### src/design/fdfu_pkg.sv
// Shared constants, types and arithmetic helpers for the 1-D FDTD field update block.
`timescale 1ns / 1ps

package fdfu_pkg;

    // Grid size and derived widths
    localparam int CELLS = 2048;
    localparam int AW    = $clog2(CELLS);
    localparam int CW    = AW + 1;

    // Register indexes on the configuration port
    localparam logic [2:0] REG_H_COEF      = 3'd0;
    localparam logic [2:0] REG_E_COEF      = 3'd1;
    localparam logic [2:0] REG_LEFT_ABSORB = 3'd2;
    localparam logic [2:0] REG_RIGHT_ABSORB = 3'd3;
    localparam logic [2:0] REG_SOURCE_CELL = 3'd4;

    // Input command codes
    localparam logic CMD_STEP = 1'b0;
    localparam logic CMD_READ = 1'b1;

    // One memory write
    typedef struct packed {
        logic                 en;
        logic [AW-1:0]        addr;
        logic signed [31:0]   data;
    } t_wr;

    // Q1.16 times difference product, rounded half up, back to Q15.16 scale
    function automatic logic signed [35:0] rnd_q16(input logic signed [50:0] p);
        logic signed [51:0] s;
        s = 52'(p) + 52'sd32768;
        return s[51:16];
    endfunction

    // Saturate a grown sum to the signed 32-bit range
    function automatic logic signed [31:0] sat32(input logic signed [37:0] v);
        if (v > 38'sd2147483647) begin
            return 32'sh7FFF_FFFF;
        end else if (v < -38'sd2147483648) begin
            return 32'sh8000_0000;
        end
        return v[31:0];
    endfunction

endpackage

### src/design/fdfu_sweep_pipe.sv
// Fused magnetic/electric update pipeline: one cell per cycle, six stages.
`timescale 1ns / 1ps

module fdfu_sweep_pipe (
    input  logic                       i_clk,
    input  logic                       i_rst_n,
    // read data of old e[k] and h[k], k = 0..CELLS
    input  logic                       i_v,
    input  logic [fdfu_pkg::CW-1:0]    i_k,
    input  logic signed [31:0]         i_e_rd,
    input  logic signed [31:0]         i_h_rd,
    // coefficients and sources
    input  logic signed [17:0]         i_h_coef,
    input  logic signed [17:0]         i_e_coef,
    input  logic signed [31:0]         i_h_src,
    input  logic signed [31:0]         i_e_src,
    input  logic                       i_h_src_en,
    input  logic [fdfu_pkg::AW-1:0]    i_h_src_idx,
    input  logic                       i_e_src_en,
    input  logic [fdfu_pkg::AW-1:0]    i_e_src_idx,
    // write-back
    output fdfu_pkg::t_wr              o_h_wr,
    output logic                       o_e_v,
    output logic [fdfu_pkg::AW-1:0]    o_e_j,
    output logic signed [31:0]         o_e_val
);

    localparam logic [fdfu_pkg::AW-1:0] LAST = fdfu_pkg::AW'(fdfu_pkg::CELLS - 1);

    logic signed [31:0] r_e_prev, r_h_prev, r_hn_last;

    logic                    r1_v, r2_v, r3_v, r4_v, r5_v, r6_v;
    logic [fdfu_pkg::AW-1:0] r1_j, r2_j, r3_j, r4_j, r5_j, r6_j;
    logic signed [32:0]      r1_d, r4_d;
    logic signed [31:0]      r1_hold, r2_hold;
    logic signed [31:0]      r1_eold, r2_eold, r3_eold, r4_eold, r5_eold;
    logic signed [50:0]      r2_p, r5_p;
    logic signed [31:0]      r3_hn, r6_en;

    logic [fdfu_pkg::AW-1:0] s1_j;
    logic signed [31:0]      n_hn, s3_h0, n_en, s6_e0;

    assign s1_j = fdfu_pkg::AW'(i_k - fdfu_pkg::CW'(1));

    // Magnetic value with optional source subtraction
    always_comb begin
        s3_h0 = fdfu_pkg::sat32(38'(r2_hold) + 38'(fdfu_pkg::rnd_q16(r2_p)));
        n_hn  = s3_h0;
        if (i_h_src_en && r2_j == i_h_src_idx) begin
            n_hn = fdfu_pkg::sat32(38'(s3_h0) - 38'(i_h_src));
        end
    end

    // Electric value with optional source addition
    always_comb begin
        s6_e0 = fdfu_pkg::sat32(38'(r5_eold) + 38'(fdfu_pkg::rnd_q16(r5_p)));
        n_en  = s6_e0;
        if (i_e_src_en && r5_j == i_e_src_idx) begin
            n_en = fdfu_pkg::sat32(38'(s6_e0) + 38'(i_e_src));
        end
    end

    // Valid bits
    always_ff @(posedge i_clk) begin
        if (!i_rst_n) begin
            r1_v <= 1'b0;
            r2_v <= 1'b0;
            r3_v <= 1'b0;
            r4_v <= 1'b0;
            r5_v <= 1'b0;
            r6_v <= 1'b0;
        end else begin
            r1_v <= i_v && (i_k != '0);
            r2_v <= r1_v;
            r3_v <= r2_v;
            r4_v <= r3_v;
            r5_v <= r4_v;
            r6_v <= r5_v;
        end
    end

    // Datapath stages
    always_ff @(posedge i_clk) begin
        if (i_v) begin
            r_e_prev <= i_e_rd;
            r_h_prev <= i_h_rd;
        end
        // stage 1: e difference, last magnetic cell has no update
        r1_j    <= s1_j;
        r1_d    <= (s1_j == LAST) ? 33'sd0 : (33'(i_e_rd) - 33'(r_e_prev));
        r1_hold <= r_h_prev;
        r1_eold <= r_e_prev;
        // stage 2: magnetic product
        r2_j    <= r1_j;
        r2_p    <= 51'(i_h_coef) * 51'(r1_d);
        r2_hold <= r1_hold;
        r2_eold <= r1_eold;
        // stage 3: new magnetic value
        r3_j    <= r2_j;
        r3_hn   <= n_hn;
        r3_eold <= r2_eold;
        if (r3_v) begin
            r_hn_last <= r3_hn;
        end
        // stage 4: h difference
        r4_j    <= r3_j;
        r4_d    <= 33'(r3_hn) - 33'(r_hn_last);
        r4_eold <= r3_eold;
        // stage 5: electric product
        r5_j    <= r4_j;
        r5_p    <= 51'(i_e_coef) * 51'(r4_d);
        r5_eold <= r4_eold;
        // stage 6: new electric value
        r6_j    <= r5_j;
        r6_en   <= n_en;
    end

    assign o_h_wr.en   = r3_v;
    assign o_h_wr.addr = r3_j;
    assign o_h_wr.data = r3_hn;
    assign o_e_v       = r6_v;
    assign o_e_j       = r6_j;
    assign o_e_val     = r6_en;

endmodule

### config.mk
export PLATFORM = sky130hd
export DESIGN_NAME = fdfu_sweep_pipe
export DESIGN_NICKNAME = d
export VERILOG_FILES = /design/src/design/fdfu_pkg.sv /design/src/design/fdfu_sweep_pipe.sv
export SDC_FILE = /design/constraint.sdc
export NUM_CORES = 2
export LEC_CHECK = 0
export BUFFER_PORTS_ARGS = -buffer_cell sky130_fd_sc_hd__buf_2
export CAP_MARGIN = 20
export CELL_PAD_IN_SITES_DETAIL_PLACEMENT = 0
export CELL_PAD_IN_SITES_GLOBAL_PLACEMENT = 1
export CORE_AREA = 3 3 368 370
export DETAILED_ROUTE_END_ITERATION = 12
export DIE_AREA = 0 0 371 373
export PLACE_DENSITY_LB_ADDON = 0.3
export SLEW_MARGIN = 15
export SYNTH_ARGS = -nofsm -noshare
export SYNTH_HDL_FRONTEND = slang
export SYNTH_SLANG_ARGS = --single-unit
### constraint.sdc
create_clock -name i_clk -period 8.6 [get_ports i_clk]
set_input_delay 0.86 -clock i_clk [delete_from_list [all_inputs] [get_ports i_clk]]
set_output_delay 0.86 -clock i_clk [all_outputs]
set_load 0.005 [all_outputs]
Word level (Yosys, flattened, before mapping)
Cells that the tools add are included.

storage, ports and cells
  register bits = 624
  bits of input ports = 203
  output and inout bits = 88
  logic and storage cells = 78

cells by class
  $add $sub $neg = 9
  multiply operators = 2
  magnitude comparators = 8
  equality and inequality tests = 3
  mux-type cells = 24
  reduce and logical (&&, ||, !) cells = 4

operators by type and width
  operator                                                          count
  two-way mux 32 bit                                                14
  adder 51 x 17 -> 52 bit (second input constant)                   2
  multiplier 18 x 33 -> 51 bit                                      2
  subtractor 32 x 32 -> 33 bit                                      3
  adder 32 x 36 -> 37 bit                                           2
  greater-than comparator 37 x 32 -> 1 bit (second input constant)  2
  < comparator 37 x 32 -> 1 bit (second input constant)             2
  greater-than comparator 33 x 32 -> 1 bit (second input constant)  2
  < comparator 33 x 32 -> 1 bit (second input constant)             2
  adder 32 x 32 -> 33 bit                                           1
  equality test 11 bit                                              2
  nonzero test 12 bit                                               1
  equality test 11 bit (second input constant)                      1
  subtractor 11 x 1 -> 11 bit (second input constant)               1
  two-way mux 1 bit                                                 10
  logical AND 1 bit                                                 3

Depth between registers and ports, before layout
  depth after elaboration = 13
  gate-level depth with buffers = 36
  gate-level depth less buffers = 33

Least setup slack after synthesis
No wires, ideal clock.

  path type = input-to-reg
  start point = input i_e_coef[3]
  end point = register r5_p[50]
  setup time = 0.121 ns
  arrival = 6.888 ns
  data required time = 8.479 ns
  path slack = 1.592 ns
  stages on the path = 24
  path buffers = 1
  cell sequence = clkbuf_1 > nand2_1 > fa_1 > inv_1 > fa_1 > inv_1 > fa_1 > inv_1 > fa_1 > inv_1 > fa_1 > inv_1 > fa_1 > ha_1 > a21oi_1 > a21boi_0 > o2111ai_1 > a21boi_0 > o31a_1 > o31ai_1 > o31ai_1 > a2111oi_2 > o21ba_2 > xnor2_1

on the way
  cells in the longest elaborated chain, start to end = 1

ends and longest elaborated chain
  item                          RTL line                text
  start, declared               fdfu_sweep_pipe.sv:14   input logic signed [17:0] i_e_coef,
  multiplier 18 x 33 -> 51 bit  fdfu_sweep_pipe.sv:111  r5_p <= 51'(i_e_coef) * 51'(r4_d);
  end signal, assigned          fdfu_sweep_pipe.sv:111
  end, declared                 fdfu_sweep_pipe.sv:37   logic signed [50:0] r2_p, r5_p;

Every way passes these cells.
A chain may end at the register's enable or synchronous reset.

Worst setup path in the final report
  start point = register r2_p[17]
  end point = register r3_hn[3]

on the way
  cells in the longest elaborated chain, start to end = 13
  elaborated cells between the ends (all ways) = 17
  classes of those cells = add/sub (3); order compare (4); mux (10)

ends and longest elaborated chain
  item                           RTL line                text
  start, declared                fdfu_sweep_pipe.sv:37
  start signal, assigned         fdfu_sweep_pipe.sv:95   r2_p <= 51'(i_h_coef) * 51'(r1_d);
  adder 51 x 17 -> 52 bit *      fdfu_pkg.sv:32          s = 52'(p) + 52'sd32768;
  adder 32 x 36 -> 37 bit *      fdfu_sweep_pipe.sv:47   s3_h0 = fdfu_pkg::sat32(38'(r2_hold) + 38'(fdfu_pkg::rnd_q16(r2_p)));
  < comparator 37 x 32 -> 1 bit  fdfu_pkg.sv:40          end else if (v < -38'sd2147483648) begin
  two-way mux 1 bit              fdfu_pkg.sv:40
  two-way mux 1 bit              fdfu_pkg.sv:38          if (v > 38'sd2147483647) begin
  two-way mux 32 bit *           fdfu_pkg.sv:43          return v[31:0];
  subtractor 32 x 32 -> 33 bit   fdfu_sweep_pipe.sv:50   n_hn = fdfu_pkg::sat32(38'(s3_h0) - 38'(i_h_src));
  < comparator 33 x 32 -> 1 bit  fdfu_pkg.sv:40
  two-way mux 1 bit              fdfu_pkg.sv:40
  two-way mux 1 bit              fdfu_pkg.sv:38
  two-way mux 1 bit              fdfu_sweep_pipe.sv:49   if (i_h_src_en && r2_j == i_h_src_idx) begin
  two-way mux 32 bit             fdfu_pkg.sv:43
  two-way mux 32 bit *           fdfu_sweep_pipe.sv:49
  via n_hn[3]                    fdfu_sweep_pipe.sv:41   logic signed [31:0] n_hn, s3_h0, n_en, s6_e0;
  end signal, assigned           fdfu_sweep_pipe.sv:100  r3_hn <= n_hn;
  end, declared                  fdfu_sweep_pipe.sv:38   logic signed [31:0] r3_hn, r6_en;

Mark *: on every way through the listed nets, which the timed path passes. The rest lies on a longest branch. The select of a mux whose other input is x is not followed.

==> impl_metrics.yaml <==
outcome:
  status: "finished clean"
cts:
  cts_tree: "built"
  clk_latency_ns: 0.67
  path_clk_slew_ns: 0.06
  cts_buffers: 68
  clockRootBuffer: "clkbuf_16"
  clock-sinks: 594
  ctsHtreeMaxLevel: 3
  cts_buffer_depth: 3
routing:
  route.detailed.drc: 0
  drt_wl_total_um: 176400
  wire_per_inst_um: 19.52
  drtAntennaViolNets: 0
  via_per_inst: 5.329
  dr.pass1.iters: 6
  drt-initial-drc-count: 2998
  num_vias: 48170
setup_path:
  crit_top_cell: "nand2_1"
  max_stage_delay_ns: 0.44
  path_class: "flop to flop"
  cp-end-kind: "flop"
  worstPathArrival_ns: 8.46
  critical_path.startpoint: "r2_p[17]"
  worstPathRequired_ns: 9.10
  critical-path-slowest-cell: "fa_1"
  rr_startpoint: "r2_p[17]"
  cp_max_fo: 30
  start_kind: "flop"
global_routing:
  grt_pass1_wl_um: 284200
  grt_overflow_total: 0
  grt_usage_pct: 26.12
  grt_max_degree: 66
  antenna_found_initial: 8
  grt_pass1_vias: 51310
yosys:
  yosysMostFrequentCell: "inv_1"
  netlist_area_sq_um: 65980
  synth_flop_cell: "dfxtp_1"
  synth_area_leaders: "fa_1 35%, dfxtp_1 15%, ha_1 8.4%"
  yosys_warnings: 0
  synth_top_cell_area_share_pct: 34.65
  synthCells: 7042
  syn_nets: 8831
  synth-edff-count: 96
  synth_common_cells: "1290 x inv_1, 1142 x fa_1, 1007 x nand2_1"
  synth_top_cell_by_area: "fa_1"
  syn_avg_cell_area_sq_um: 9.369
  ys_seq_area_share_pct: 19.48
  synth_seq_cells: 594
  synth_cell_types: 101
  async_reset_ff_share_pct: 0
floorplanning:
  coreArea_sq_um: 133000
  row_count: 134
  io_pins: 291
  dieArea_sq_um: 138400
  initial_utilization_pct: 49.62
  die_h_um: 373
  die_w_um: 371
sta:
  max_freq_ghz: 0.1256
  drv_slew: 0
  worst_pin_slew_ns: 1.063
  post-route-min-period_ns: 7.961
  fin_skew_ns: 0.04083
  max_slew_margin_pct: 29.05
  finalHoldViolCount: 0
  setup-violations-final: 0
  fin_crit_sh_pct: 92.57
final_layout:
  drive_gt1_share_pct: 8.024
  final_util_pct: 53.91
  stdcell_area_sq_um: 71680
  syn_to_final_growth_pct: 8.644
  n_fill_cell: 12190
  final_nets: 9001
placement:
  post_dp_cell_area_sq_um: 69280
  dpl.hpwl_um: 144100
  portBuffers: 290
  gp_congestion: 0.9342
worst_hold_path:
  hold_class: "flop to flop"
  worstHoldStart: "r2_eold[19]"
run:
  maxCapViolCount: 0
-- state kept, by name, indices dropped and copies added (netlist names), 32 cells and up --
signal     flops
r2_p          36
r5_p          36
r1_d          33
r4_d          33
o_e_val       32
r1_eold       32
r1_hold       32
r2_eold       32
r2_hold       32
r3_eold       32
r3_hn         32
r4_eold       32
r5_eold       32
r_e_prev      32
r_h_prev      32
r_hn_last     32
-- cells by family after synthesis --
kind of cell	synth area share [%]
AND/OR/NAND/NOR	14.19
multiplexers	0.1517
flip-flops	19.48
adder cells (fa/ha/maj)	43.10
AO/OA/AOI/OAI	9.440
buffers and inverters	9.082
XOR/XNOR	4.551
-- metal layers --
metal | up-vias | wire (um) | GRT usage (%)
met2 | 1312 | 84620 | 43.53
li1 | 22340 | - | -
met3 | 318 | 8789 | 2.998
met1 | 24190 | 76570 | 35.44
met5 | - | 0 | 0
met4 | 0 | 6441 | 8.856
-- worst paths after layout --
kind,cells after the start,slack (ns),endpoint
min reg2reg,0,0.32,r3_eold[19]
max reg2reg,35,0.64,r3_hn[3]
max,35,0.64,r3_hn[3]
min,0,0.32,r3_eold[19]
-- worst max-delay path, delay by kind of cell, from the launching register on --
family | cells | cell delay, ns
buffers and inverters | 4 | 0.71
flip-flops | 1 | 0.42
AO/OA/AOI/OAI | 16 | 3.45
XOR/XNOR | 2 | 0.52
AND/OR/NAND/NOR | 10 | 1.68
adder cells (fa/ha/maj) | 3 | 0.99
-- stage by stage --
stage | cells | setup TNS (ns) | hold slack (ns) | setup WS [ns]
after floorplan | 7042 | 0 | 0.3096 | 1.592
after global placement | 8908 | 0 | 0.3110 | 0.4960
after detailed placement | 8909 | 0 | 0.3121 | 0.3691
after CTS | 9033 | 0 | 0.3185 | 0.3813
after global routing | 9035 | -0.005508 | 0.3258 | -0.005508
final | 9039 | 0 | 0.3181 | 0.6391
-- cell type report --
cell class	instances	area [sq um]	share of cell area (%)
clock buffers	84	1853	2.585
inverters	1290	4842	6.755
well taps	1768	2212	3.086
diodes	5	12.51	0.01746
flip-flops and latches	594	12850	17.93
clock inverters	40	464.2	0.6476
multi-input cells	4870	47210	65.86
repair buffers	388	2233	3.116
-- placed cells by master (no fill, tap or decap), types with 104 or more instances in the layout --
cell	n
and2_1	325
o21ai_0	139
inv_1	1290
nor2_1	202
ha_1	444
a21oi_1	292
xor2_1	105
nand2_1	1007
xnor2_1	236
fa_1	1142
a21o_1	104
buf_2	289
dfxtp_1	497
-- what timing repair did --
item / in CTS / in global routing
gates resized for setup: 0 / 11
setup buffers: 0 / 0
setup endpoints to repair: 0 / 52
hold buffers: 0 / 0
Power is left out: the tool's default activity adds up to more than one toggle a clock period on the data nets, which glitch-free logic cannot reach.
